### config.mk
export PLATFORM = sky130hd
export DESIGN_NAME = cartridge_bank_controller
export DESIGN_NICKNAME = d
export VERILOG_FILES = /design/src/rtl/cbc_pkg.sv /design/src/rtl/cbc_cfg_regs.sv /design/src/rtl/cbc_core.sv /design/src/rtl/cartridge_bank_controller.sv
export SDC_FILE = /design/constraint.sdc
export NUM_CORES = 1
export LEC_CHECK = 0
export ABC_AREA = 1
export ABC_CLOCK_PERIOD_IN_PS = 2700
export BUFFER_PORTS_ARGS = -buffer_cell sky130_fd_sc_hd__buf_2
export CORE_UTILIZATION = 40
export DETAILED_ROUTE_END_ITERATION = 8
export PLACE_DENSITY = 0.78
export SYNTH_ARGS = -nofsm -noshare
export SYNTH_HDL_FRONTEND = slang
export SYNTH_SLANG_ARGS = --single-unit
### constraint.sdc
create_clock -name clk -period 2.7 [get_ports clk]
set_input_delay 0.405 -clock clk [delete_from_list [all_inputs] [get_ports clk]]
set_output_delay 0.405 -clock clk [all_outputs]
set_load 0.01 [all_outputs]
### src/rtl/cbc_pkg.sv
// Package with the shared types and constants of the cartridge bank controller.
package cbc_pkg;

	// Controller kinds selected by the controller type register (REG_CTL_TYPE).
	typedef enum logic [1:0] {
		CTL_NONE = 2'd0,
		CTL_MBC1 = 2'd1,
		CTL_MBC2 = 2'd2,
		CTL_MBC3 = 2'd3
	} ctl_type_t;

	// Banking mode codes as they appear on bank_mode.
	localparam logic [1:0] MODE_ROM = 2'd0;
	localparam logic [1:0] MODE_RAM = 2'd1;
	localparam logic [1:0] MODE_RTC = 2'd2;

	// Register indexes of the configuration port.
	localparam logic [1:0] REG_CTL_TYPE  = 2'd0;
	localparam logic [1:0] REG_ROM_TOTAL = 2'd1;
	localparam logic [1:0] REG_RAM_TOTAL = 2'd2;
	localparam logic [1:0] REG_RAM_SIZE  = 2'd3;

	// Header RAM size codes that matter to the write window.
	localparam logic [1:0] RAM_SIZE_NONE = 2'd0;
	localparam logic [1:0] RAM_SIZE_2K   = 2'd1;

	// Address regions, taken from address bits 15:13.
	localparam logic [2:0] REGION_ENABLE = 3'd0;
	localparam logic [2:0] REGION_ROM_LO = 3'd1;
	localparam logic [2:0] REGION_UPPER  = 3'd2;
	localparam logic [2:0] REGION_MODE   = 3'd3;
	localparam logic [2:0] REGION_RAM    = 3'd5;

	// Data nibble that enables external RAM.
	localparam logic [3:0] RAM_ENABLE_KEY = 4'hA;

	// Configuration register set.
	typedef struct packed {
		ctl_type_t   ctl_type;
		logic [8:0]  rom_bank_total;
		logic [2:0]  ram_bank_total;
		logic [1:0]  ram_size_code;
	} cbc_cfg_t;

	// One result transaction.
	typedef struct packed {
		logic [7:0]  rom_bank;
		logic [1:0]  ram_bank;
		logic        ram_on;
		logic [1:0]  bank_mode;
		logic        ram_write;
		logic [14:0] ram_address;
		logic [7:0]  write_value;
		logic        rtc_write;
		logic [2:0]  rtc_index;
	} cbc_result_t;

endpackage

### src/rtl/cbc_cfg_regs.sv
// APB-style configuration register file of the cartridge bank controller.
module cbc_cfg_regs
	import cbc_pkg::*;
(
	input  logic        clk,
	input  logic        arst_n,
	input  logic        psel,
	input  logic        penable,
	input  logic        pwrite,
	input  logic [3:0]  paddr,
	input  logic [31:0] pwdata,
	output logic [31:0] prdata,
	output logic        pready,
	output cbc_cfg_t    cfg
);

	cbc_cfg_t   cfg_q;
	logic       wr_en;
	logic [1:0] reg_idx;

	assign pready  = 1'b1;
	assign wr_en   = psel & penable & pwrite;
	assign reg_idx = paddr[3:2];
	assign cfg     = cfg_q;

	// Register writes on the access phase.
	always_ff @(posedge clk or negedge arst_n) begin
		if (!arst_n) begin
			cfg_q.ctl_type       <= CTL_NONE;
			cfg_q.rom_bank_total <= 9'd0;
			cfg_q.ram_bank_total <= 3'd0;
			cfg_q.ram_size_code  <= 2'd0;
		end else if (wr_en) begin
			case (reg_idx)
				REG_CTL_TYPE:  cfg_q.ctl_type       <= ctl_type_t'(pwdata[1:0]);
				REG_ROM_TOTAL: cfg_q.rom_bank_total <= pwdata[8:0];
				REG_RAM_TOTAL: cfg_q.ram_bank_total <= pwdata[2:0];
				REG_RAM_SIZE:  cfg_q.ram_size_code  <= pwdata[1:0];
				default: ;
			endcase
		end
	end

	// Read data multiplexer.
	always_comb begin
		case (reg_idx)
			REG_CTL_TYPE:  prdata = {30'd0, cfg_q.ctl_type};
			REG_ROM_TOTAL: prdata = {23'd0, cfg_q.rom_bank_total};
			REG_RAM_TOTAL: prdata = {29'd0, cfg_q.ram_bank_total};
			REG_RAM_SIZE:  prdata = {30'd0, cfg_q.ram_size_code};
			default:       prdata = 32'd0;
		endcase
	end

endmodule

### src/rtl/cbc_core.sv
// Bank register state and the write decode that updates it and forms each result.
module cbc_core
	import cbc_pkg::*;
(
	input  logic        clk,
	input  logic        arst_n,
	input  cbc_cfg_t    cfg,
	input  logic        step,
	input  logic [15:0] addr,
	input  logic [7:0]  data,
	output cbc_result_t result
);

	logic [7:0] rom_bank_q;
	logic [1:0] ram_bank_q;
	logic       ram_enable_q;
	logic [1:0] mode_q;
	logic [2:0] rtc_select_q;

	logic [7:0]  rom_bank_d;
	logic [1:0]  ram_bank_d;
	logic        ram_enable_d;
	logic [1:0]  mode_d;
	logic [2:0]  rtc_select_d;
	logic        rw;
	logic        tw;
	logic [14:0] raddr;
	logic [7:0]  wval;

	logic [2:0]  region;
	logic [12:0] off;
	logic        en_key;
	logic        low_window;
	logic        rom_multi;
	logic [7:0]  rom_req;
	logic        rom_set;
	logic [1:0]  ram_req;
	logic        ram_set;

	assign region     = addr[15:13];
	assign off        = addr[12:0];
	assign en_key     = (data[3:0] == RAM_ENABLE_KEY);
	assign low_window = (addr[12:11] == 2'b00);
	assign rom_multi  = (cfg.rom_bank_total > 9'd1);

	// Decode of one write access and the next register values.
	always_comb begin
		rom_req      = rom_bank_q;
		rom_set      = 1'b0;
		ram_req      = ram_bank_q;
		ram_set      = 1'b0;
		ram_enable_d = ram_enable_q;
		mode_d       = mode_q;
		rtc_select_d = rtc_select_q;
		rw           = 1'b0;
		tw           = 1'b0;
		raddr        = 15'd0;
		wval         = 8'd0;

		case (cfg.ctl_type)
			CTL_NONE: begin
				if (region == REGION_RAM) begin
					if (cfg.ram_size_code == RAM_SIZE_2K) begin
						if (low_window) begin
							rw    = 1'b1;
							raddr = {2'b00, off};
							wval  = data;
						end
					end else if (cfg.ram_size_code != RAM_SIZE_NONE) begin
						rw    = 1'b1;
						raddr = {2'b00, off};
						wval  = data;
					end
				end
			end
			CTL_MBC1: begin
				case (region)
					REGION_ENABLE: ram_enable_d = en_key;
					REGION_ROM_LO: begin
						rom_set = rom_multi;
						rom_req = {1'b0, rom_bank_q[6:5],
							(data[4:0] == 5'd0) ? 5'd1 : data[4:0]};
					end
					REGION_UPPER: begin
						if (mode_q == MODE_ROM && rom_multi) begin
							rom_set = 1'b1;
							rom_req = {1'b0, data[1:0], rom_bank_q[4:0]};
						end else if (mode_q == MODE_RAM && cfg.ram_bank_total > 3'd1) begin
							ram_set = 1'b1;
							ram_req = data[1:0];
						end
					end
					REGION_MODE: mode_d = (data == 8'h01) ? MODE_RAM : MODE_ROM;
					REGION_RAM: begin
						if (ram_enable_q && cfg.ram_bank_total != 3'd0 &&
							((cfg.ram_size_code > RAM_SIZE_2K) ||
							 (cfg.ram_size_code == RAM_SIZE_2K && low_window))) begin
							rw    = 1'b1;
							raddr = {ram_bank_q, off};
							wval  = data;
						end
					end
					default: ;
				endcase
			end
			CTL_MBC2: begin
				case (region)
					REGION_ENABLE: begin
						if (!addr[8]) ram_enable_d = en_key;
					end
					REGION_ROM_LO: begin
						rom_set = addr[8];
						rom_req = {4'd0, (data[3:0] == 4'd0) ? 4'd1 : data[3:0]};
					end
					REGION_RAM: begin
						// Built-in RAM covers only the first 512 bytes of the window.
						if (off[12:9] == 4'd0 && ram_enable_q) begin
							rw    = 1'b1;
							raddr = {2'b00, off};
							wval  = {4'd0, data[3:0]};
						end
					end
					default: ;
				endcase
			end
			default: begin
				case (region)
					REGION_ENABLE: ram_enable_d = en_key;
					REGION_ROM_LO: begin
						rom_set = rom_multi;
						rom_req = {1'b0, (data[6:0] == 7'd0) ? 7'd1 : data[6:0]};
					end
					REGION_UPPER: begin
						if (data < 8'h04) begin
							mode_d  = MODE_RAM;
							ram_set = 1'b1;
							ram_req = data[1:0];
						end else if (data inside {[8'h08:8'h0C]}) begin
							mode_d       = MODE_RTC;
							rtc_select_d = data[2:0];
						end
					end
					REGION_RAM: begin
						if (mode_q == MODE_RAM && ram_enable_q) begin
							rw    = 1'b1;
							raddr = {ram_bank_q, off};
							wval  = data;
						end else if (mode_q == MODE_RTC) begin
							tw   = 1'b1;
							wval = data;
						end
					end
					default: ;
				endcase
			end
		endcase

		// Bank numbers at or above the bank count leave the bank unchanged.
		rom_bank_d = (rom_set && ({1'b0, rom_req} < cfg.rom_bank_total)) ?
			rom_req : rom_bank_q;
		ram_bank_d = (ram_set && ({1'b0, ram_req} < cfg.ram_bank_total)) ?
			ram_req : ram_bank_q;
	end

	// Bank state advances once per transaction.
	always_ff @(posedge clk or negedge arst_n) begin
		if (!arst_n) begin
			rom_bank_q   <= 8'd1;
			ram_bank_q   <= 2'd0;
			ram_enable_q <= 1'b0;
			mode_q       <= MODE_ROM;
			rtc_select_q <= 3'd0;
		end else if (step) begin
			rom_bank_q   <= rom_bank_d;
			ram_bank_q   <= ram_bank_d;
			ram_enable_q <= ram_enable_d;
			mode_q       <= mode_d;
			rtc_select_q <= rtc_select_d;
		end
	end

	// The result shows the mapping as it stands after this write.
	always_comb begin
		result.rom_bank    = rom_bank_d;
		result.ram_bank    = ram_bank_d;
		result.ram_on      = ram_enable_d;
		result.bank_mode   = mode_d;
		result.ram_write   = rw;
		result.ram_address = raddr;
		result.write_value = wval;
		result.rtc_write   = tw;
		result.rtc_index   = rtc_select_d;
	end

endmodule

### src/rtl/cartridge_bank_controller.sv
// Cartridge bank controller top level: input register, decode core and result register.
// An accepted write is held in the input register, its result then in the result register.
// Throughput: one transaction per cycle while out_stall is low; the input register and
// the result register let a new transaction enter while a finished result waits to be taken.
// Reset: arst_n clears the bank state to ROM bank 1, RAM bank 0, RAM disabled,
// ROM mode, RTC register 0, and all configuration registers to zero.
module cartridge_bank_controller
	import cbc_pkg::*;
(
	input  logic        clk,
	input  logic        arst_n,
	input  logic        psel,
	input  logic        penable,
	input  logic        pwrite,
	input  logic [3:0]  paddr,
	input  logic [31:0] pwdata,
	output logic [31:0] prdata,
	output logic        pready,
	input  logic        in_valid,
	output logic        in_stall,
	input  logic [15:0] bus_address,
	input  logic [7:0]  bus_data,
	output logic        out_valid,
	input  logic        out_stall,
	output logic [7:0]  rom_bank,
	output logic [1:0]  ram_bank,
	output logic        ram_on,
	output logic [1:0]  bank_mode,
	output logic        ram_write,
	output logic [14:0] ram_address,
	output logic [7:0]  write_value,
	output logic        rtc_write,
	output logic [2:0]  rtc_index
);

	cbc_cfg_t    cfg;
	cbc_result_t result;
	cbc_result_t result_s2;
	logic        valid_s1;
	logic [15:0] addr_s1;
	logic [7:0]  data_s1;
	logic        valid_s2;
	logic        advance;
	logic        accept;

	cbc_cfg_regs u_cfg (
		.clk     (clk),
		.arst_n  (arst_n),
		.psel    (psel),
		.penable (penable),
		.pwrite  (pwrite),
		.paddr   (paddr),
		.pwdata  (pwdata),
		.prdata  (prdata),
		.pready  (pready),
		.cfg     (cfg)
	);

	// The stage-1 transaction moves on when the result register is free or drains.
	assign advance  = valid_s1 & (~valid_s2 | ~out_stall);
	assign in_stall = valid_s1 & ~advance;
	assign accept   = in_valid & ~in_stall;

	cbc_core u_core (
		.clk    (clk),
		.arst_n (arst_n),
		.cfg    (cfg),
		.step   (advance),
		.addr   (addr_s1),
		.data   (data_s1),
		.result (result)
	);

	// Input register.
	always_ff @(posedge clk or negedge arst_n) begin
		if (!arst_n) begin
			valid_s1 <= 1'b0;
		end else if (accept) begin
			valid_s1 <= 1'b1;
		end else if (advance) begin
			valid_s1 <= 1'b0;
		end
	end

	always_ff @(posedge clk) begin
		if (accept) begin
			addr_s1 <= bus_address;
			data_s1 <= bus_data;
		end
	end

	// Result register.
	always_ff @(posedge clk or negedge arst_n) begin
		if (!arst_n) begin
			valid_s2 <= 1'b0;
		end else if (advance) begin
			valid_s2 <= 1'b1;
		end else if (!out_stall) begin
			valid_s2 <= 1'b0;
		end
	end

	always_ff @(posedge clk) begin
		if (advance) begin
			result_s2 <= result;
		end
	end

	assign out_valid   = valid_s2;
	assign rom_bank    = result_s2.rom_bank;
	assign ram_bank    = result_s2.ram_bank;
	assign ram_on      = result_s2.ram_on;
	assign bank_mode   = result_s2.bank_mode;
	assign ram_write   = result_s2.ram_write;
	assign ram_address = result_s2.ram_address;
	assign write_value = result_s2.write_value;
	assign rtc_write   = result_s2.rtc_write;
	assign rtc_index   = result_s2.rtc_index;

endmodule

# == Yosys cells after proc, flatten, opt, wreduce, memory -nomap -nowiden ==
# Index checks and enable logic that the tools add are counted.
# word_totals
mem_bits_ro,0
register_bits,99
n_memories,0
inputBits,67
out_inout_bits,76
ramBits,0
wordCells,167
latch_bits,0
# op_classes
n_bitwise,11
reduce_logical,30
mux,81
div,0
eq_ne,15
n_mul,0
order_cmp,8
shift,0
n_addsub,0
# op_table
op,count
$pmux W32 S4,1
$mux W8,14
$mux W15,7
$pmux W8 S3,2
$pmux W15 S3,1
$mux W13,3
$mux W1,27
$mux W2,10
$pmux W8 S2,1
$mux W3,4
$logic_and A1 B1 Y1,10
$gt A9 B1 Y1 const B,1
$lt A8 B9 Y1,1
$eq A2 B1 Y1 const B,4
$eq A2 B2 Y1 const B,4
$eq A8 B1 Y1 const B,1
$ge A8 B4 Y1 const B,1
$le A8 B4 Y1 const B,1
$logic_not A2 Y1,4
$logic_not A4 Y1,2
$lt A8 B3 Y1 const B,1
$mux W4,2
$pmux W2 S2,2
$reduce_and A2 Y1,4
24 further kinds,37

# == Logic depth before layout (Yosys ltp) ==
# Gate-level depths: netlist of the first run.
# depth
ltp_word,9
ltp_mapped,19
mapped_depth_nobuf,19

# == Modules after synthesis ==
# From an unflattened synthesis of the first run, not the netlist that was laid out.
# unflattened
hier_cells,573
hier_area_um2,5156.2
# modules_own_cells
module,area_per_inst_um2,cells_per_inst,instances
cbc_core,2070.7,357,1
cartridge_bank_controller,2047.0,77,1
cbc_cfg_regs,1038.5,139,1

# == Worst setup path before layout of the first run ==
# Ideal clock, no wire load.
# synth_path
path_kind,reg-to-reg
startpoint,"register u_cfg.cfg_q, in the netlist u_cfg.cfg[14]"
endpoint,"register result_s2, in the netlist rom_bank[7], data pin"
path_stages_with_launch,17
t_arrival_ps,2566
synth_period_minus_slack_ps,2819
path_buffers,0
path_slack_ps,-119
path_cell_list,dfrtp_1 -> inv_1 -> ha_1 -> nor2_1 -> inv_1 -> nor2_1 -> inv_1 -> nand3_1 -> a21boi_0 -> inv_1 -> ha_1 -> a21oi_1 -> o21ai_0 -> a21oi_2 -> nand3_4 -> nor2_2 -> nor2_1
# synth_rtl
item,line,rtl
from (decl),cbc_cfg_regs.sv:17,cbc_cfg_t cfg_q;
to (signal assigned),cartridge_bank_controller.sv:105,result_s2 <= result;
to (decl),cartridge_bank_controller.sv:38,cbc_result_t result_s2;

==> reports/qor.yml, run 1 <==
outcome: "finished, violations left"
failed_checks: "negative setup slack"
worstPathRequired_ns: 2.81
synth_common_cells: "nand2_1, inv_1, edfxtp_1, nor2_1, nand3_1"
postCtsHoldBufs: 0
die-height_um: 115
final_nets: 783
drtPass1Iterations: 6
grt_usage_pct: 18.8
clkPwrFrac_pct: 25.3
drive_gt1_share_pct: 32.5
ctsHtreeMaxLevel: 3
syn_inst: 558
detail-route-antenna-nets: 0
critPathLaunchType: "flip-flop"
synthFlopType: "edfxtp_1"
die_area_um2: 13200
grt_pass1_vias: 3963
stdcell_area_um2: 6620
vias: 4246
overflow: 0
p_int_mw: 3.37
io_buffer_count: 93
antenna_found_initial: 0
die_x_um: 115
wire_per_inst_um: 14.0
ys_types: 41
placed_area_um2: 5980
synth_top_area_share_pct: 38.3
synth.area.top_cells: "edfxtp_1, dfrtp_1, nand2_1"
fin_crit_sh_pct: 102
max_freq_ghz: 0.364
clockBufferDepth: 2
power_switching_share_pct: 34.0
skew_ns: 0.00837
synth_edf_count: 65
power_leakage_nw: 3.22
drv_cap: 0
cp_max_fo: 8
finalPower_mw: 5.11
yosys_warnings: 0
switching_power_mw: 1.74
core_um2: 12200
yosysMostFrequentCell: "nand2_1"
fillers: 1082
fin_tns_setup_ns: -0.277
worstSetupPathType: "reg -> reg"
finalSetupViolations: 8
num_io_pins: 143
fin_crit_ns: 2.75
cp-end-kind: "flip-flop"
cts.sinks: 99
ys_ff_latch: 99
seqPwrFrac_pct: 41.1
wl_um: 12200
relSlewSlack_pct: 47.8
drv_slew: 0
comb_power_share_pct: 33.6
worst_slack_ns: -0.0472
grt_pass1_wl_um: 19000
synth_top_area_cell: "edfxtp_1"
worstPathArrival_ns: 2.86
grt_max_degree: 53
worst_pin_slew_ns: 0.783
cts_made_buffers: 9
cts_tree: "built"
syn-cell-area_um2: 5100
start_util_pct: 41.8
rows: 40
clock_latency_ns: 0.35
syn_to_final_growth_pct: 29.7
hold_viol_final: 0
utilization_pct: 54.2
drc: 0
vdd_ir_drop_max_mv: 0.417
antenna_cells: 0
gp_congestion: 0.921
rsz0062_at_grt: "true"
viasPerCell: 4.85
drtIter0Drc: 387
dp_hpwl_um: 8570
seq_area_frac_synth_pct: 55.0
syn_area_per_cell_um2: 9.14
async_flop_share_pct: 34.3
cts.clk_slew.worst_paths_ns: 0.07
rr_worst_depth: 18
powerDensity_nw_per_um2: 773
holdCritPathClass: "in -> async"
root_buffer: "clkbuf_16"
-- final cells by class --
class | count | area [µm²] | area share [%]
well taps | 168 | 210 | 3.18
multi-input cells | 359 | 2090 | 31.5
clock buffers | 11 | 233 | 3.52
flip-flops and latches | 99 | 2810 | 42.4
repair buffers | 142 | 857 | 13.0
inverters | 92 | 358 | 5.41
clock inverters | 5 | 63.8 | 0.965
-- worst max-delay path, stage by stage (launching register included) --
cell and delay (ns):
dfrtp_1 0.39, inv_2 0.07, nand2_1 0.07, nor3_2 0.11
nand2_1 0.13, nand2_2 0.16, nand2_1 0.06, nand3_1 0.08
nand3_1 0.10, nand2_2 0.10, inv_1 0.06, ha_4 0.28
nand4_1 0.12, nor3_2 0.17, buf_4 0.14, nand2_4 0.06
nand3_4 0.17, nand2_2 0.08, and2_1 0.15
-- power groups by stage --
stage / sequential (mW) / combinational (mW) / clock [mW]
floorplan: 2.12 / 0.874 / 0
global placement: 2.10 / 1.35 / 0
detailed placement: 2.10 / 1.39 / 0
CTS: 2.09 / 1.53 / 1.31
global route: 2.13 / 1.92 / 1.36
finish: 2.10 / 1.72 / 1.29
-- kinds of logic (layout without fill, tap and decap cells) --
kind of cell | Yosys count | count (layout) | share of synthesized area [%]
fa+ha+maj | 13 | 13 | 3.19
buf+inv | 122 | 250 | 10.9
other cells | 2 | 24 | 0.147
flops | 99 | 99 | 55.0
simple gates | 258 | 258 | 23.4
compound gates | 64 | 64 | 7.38
-- flip-flops by register name, indices dropped and copies added (netlist names), 2 cells and up --
signal               count
addr_s1                 16
u_core.rom_bank_q        8
write_value              8
u_core.mode_q            2
u_cfg.cfg               16
data_s1                  8
u_core.rtc_select_q      3
ram_address             15
rtc_index                3
rom_bank                 8
ram_bank                 2
u_core.ram_bank_q        2
bank_mode                2
-- final timing paths --
check / start / endpoint / slack, ns
min in group clk: bus_data[4] / data_s1[4] / 0.23
worst max register to register: u_cfg.cfg[6] / rom_bank[6] / -0.05
worst max-delay path: u_cfg.cfg[6] / rom_bank[6] / -0.05
worst min-delay path: arst_n / u_core.rom_bank_q[4] / 0.13
worst min register to register: u_core.rtc_select_q[0] / u_core.rtc_select_q[0] / 0.48
max in group asynchronous: arst_n / u_cfg.cfg[15] / 2.02
-- timing repair --
| item | 4_1_cts | 5_1_grt |
|---|---|---|
| gates resized for setup | 37 | 25 |
| pin swaps | 12 | 21 |
| buffers inserted | 4 | 7 |
| endpoints found under the setup margin | 16 | 16 |
-- per-stage QoR --
stage / setup WS (ns) / cells / hold WS [ns]
final: -0.0472 / 876 / 0.133
after global routing: -0.226 / 876 / 0.193
after CTS: 0.000431 / 870 / 0.151
after detailed placement: -0.226 / 850 / 0.469
after global placement: -0.142 / 850 / 0.459
after floorplan: 0.00876 / 580 / 0.109
-- layout by cell type, fill, tap and decap left out, types with 6 or more instances in the layout --
cell,netlist,final
buf_4,24,46
buf_2,1,93
clkbuf_16,0,9
nand2_2,8,14
o21ai_1,7,9
dfrtp_1,33,31
inv_2,6,12
inv_1,85,76
nand2_1,114,106
nor3_1,8,6
o21ai_0,23,20
a21oi_1,17,12
conb_1,2,24
and2_1,9,7
nand4_1,14,14
nor2_1,47,44
edfxtp_1,65,65
nand3_1,43,43
ha_4,0,8
-- metal layers --
layer  track usage, %  share of wire (%)  vias up
li1                 -                  -     2084
met1             23.2                 42     1976
met2             32.4                 50      155
met3             2.95                5.2       31
met4             9.00                3.1        0
met5                0                  0        -
(Power assumes the default switching activity.)
==> run 2, diff against run 1 <==
SKIP_CTS_REPAIR_TIMING = 1   (was default)
SKIP_LAST_GASP = 1   (was default)
==> reports/qor.yml, run 2 (synthesis results as in run 1) <==
grt_max_degree: 53  # unchanged
critPathBufInv: 4  # was 3
fin_tns_setup_ns: -0.308  # was -0.277 ns
antenna_found_initial: 0  # unchanged
finalSetupViolations: 8  # unchanged
root_buffer: "clkbuf_16"  # unchanged
critPathLaunchType: "flip-flop"  # unchanged
wl_um: 11900  # was 12,200 µm
clockBufferDepth: 2  # unchanged
cp_slowest_cell: "dfrtp_2"  # was dfrtp_1
dp_hpwl_um: 8570  # unchanged
cts_tree: "built"  # unchanged
fillers: 1086  # was 1,082
max_freq_ghz: 0.363  # was 0.364 GHz
r2r_slack_ns: -0.05  # about the same
worst_pin_slew_ns: 0.770  # was 0.783 ns
cp-end-kind: "flip-flop"  # unchanged
utilization_pct: 53.9  # was 54.2%
relSlewSlack_pct: 48.6  # was 47.8%
drtIter0Drc: 341  # was 387
skew_ns: 0.00969  # was 0.00837 ns
detail-route-antenna-nets: 0  # unchanged
ctsHtreeMaxLevel: 3  # unchanged
overflow: 0  # unchanged
die_area_um2: 13200  # unchanged
vdd_ir_drop_max_mv: 0.406  # was 0.417 mV
critPathLaunch: "u_cfg.cfg[14]"  # was u_cfg.cfg[6]
hold_viol_final: 0  # unchanged
start_util_pct: 41.8  # unchanged
drv_cap: 0  # unchanged
cts.clk_slew.worst_paths_ns: 0.07  # about the same
grt_pass1_vias: 3943  # was 3,963
antenna_cells: 0  # unchanged
syn_to_final_growth_pct: 29.0  # was 29.7%
r2r-start: "u_cfg.cfg[14]"  # was u_cfg.cfg[6]
worstPathArrival_ns: 2.87  # was 2.86 ns
slowest_delay_ns: 0.47  # was 0.39 ns
fin_crit_ns: 2.75  # about the same
cts_made_buffers: 9  # unchanged
io_buffer_count: 93  # unchanged
grt_pass1_wl_um: 18600  # was 19,000 µm
final_nets: 777  # was 783
drv_slew: 0  # unchanged
worstPathRequired_ns: 2.81  # about the same
holdCritPathClass: "in -> async"  # unchanged
rsz0062_at_grt: "true"  # unchanged
wire_per_inst_um: 13.7  # was 14.0 µm
clock_latency_ns: 0.35  # about the same
fin_crit_sh_pct: 102  # about the same
dp_slack_ns: -0.226  # unchanged
finalPower_mw: 5.05  # was 5.11 mW
die-height_um: 115  # unchanged
core_um2: 12200  # unchanged
drc: 0  # unchanged
holdWs_ns: 0.128  # was 0.133 ns
rows: 40  # unchanged
gp_congestion: 0.921  # unchanged
regToRegEndpoint: "rom_bank[0]"  # was rom_bank[6]
final_cell_mix: "nand2_1, buf_2, inv_1, edfxtp_1, nor2_1"  # was nand2_1, buf_2, inv_1, edfxtp_1, buf_4
cp_top_family: "simple AND/OR/NAND/NOR gates"  # unchanged
critPathMostFrequentCell: "nand2_2"
rr_worst_depth: 16  # was 18
final_common_cell: "nand2_1"  # unchanged
viasPerCell: 4.79  # was 4.85
die_x_um: 115  # unchanged
failed_checks: "negative setup slack"  # unchanged
powerDensity_nw_per_um2: 768  # was 773 nW/µm²
vias: 4163  # was 4,246
cp_max_fo: 8  # unchanged
power_leakage_nw: 3.21  # was 3.22 nW
worstSetupPathType: "reg -> reg"  # unchanged
num_io_pins: 143  # unchanged
outcome: "finished, violations left"  # unchanged
crit_chain: "buf_4 -> ha_4 -> inv_2 -> a21oi_2 -> nand2_2 -> nand2_4 -> a22oi_2 -> inv_1 -> ha_4 -> nand2_2 -> o21ai_2 -> a21oi_2 -> buf_6 -> nand3_4 -> nand2_2 -> and2_4"  # was inv_2 -> nand2_1 -> nor3_2 -> nand2_1 -> nand2_2 -> nand2_1 -> nand3_1 -> nand3_1 -> nand2_2 -> inv_1 -> ha_4 -> nand4_1 -> nor3_2 -> buf_4 -> nand2_4 -> nand3_4 -> nand2_2 -> and2_1
drtPass1Iterations: 6  # unchanged
drive_gt1_share_pct: 33.2  # was 32.5%
cts.sinks: 99  # unchanged
worst_slack_ns: -0.0513  # was -0.0472 ns
grt_usage_pct: 18.4  # was 18.8%
==> run 2: layer usage <==
metal  global-route usage [%]  routed length [µm]  up-vias
met2                     31.3                5860      139
met1                     22.8                5130     1923
met3                     3.06                 553       28
met4                     9.35                 350        0
met5                        0                   0        -
li1                         -                   -     2073
==> run 2: how the worst max path moves through the flow <==
stage                             end  slack (ns)  depth (start not counted)
final                     rom_bank[0]       -0.05                         16
after global routing      rom_bank[7]       -0.21                         16
after CTS                 rom_bank[6]       -0.22                         17
after detailed placement  rom_bank[7]       -0.23                         17
after global placement    rom_bank[0]       -0.14                         17
after floorplan           rom_bank[7]       0.009                         15
==> run 2: metrics by stage <==
| step | cells | area, µm² |
|---|---|---|
| after floorplan | 580 | 5200 |
| after global placement | 850 | 5980 |
| after detailed placement | 850 | 5980 |
| after global routing | 870 | 6580 |
| after CTS | 866 | 6280 |
| final | 870 | 6580 |
==> run 2: final cells by class <==
type                    instances  area [µm²]  share of cell area [%]
multi-input cells             359        2100                    31.9
clock buffers                  11         233                    3.54
clock inverters                 5        63.8                   0.970
repair buffers                136         808                    12.3
flip-flops and latches         99        2810                    42.7
inverters                      92         358                    5.44
well taps                     168         210                    3.20
==> run 2: worst reg2reg max path: cells and delay by family, from the launching register on <==
kind                       cells  cell delay, ns
AOI/OAI and AO/OA              4            0.44
adders and majority gates      2            0.45
buffers and inverters          4            0.47
DFF                            1            0.47
and+or+nand+nor                6            0.69
==> run 2: power breakdown <==
part	switching [mW]	leakage, nW	internal (mW)	total (mW)
Clock	0.557	0.141	0.727	1.28
Sequential	0.185	1.05	1.92	2.11
Combinational	0.973	2.01	0.689	1.66
Total	1.72	3.21	3.34	5.05
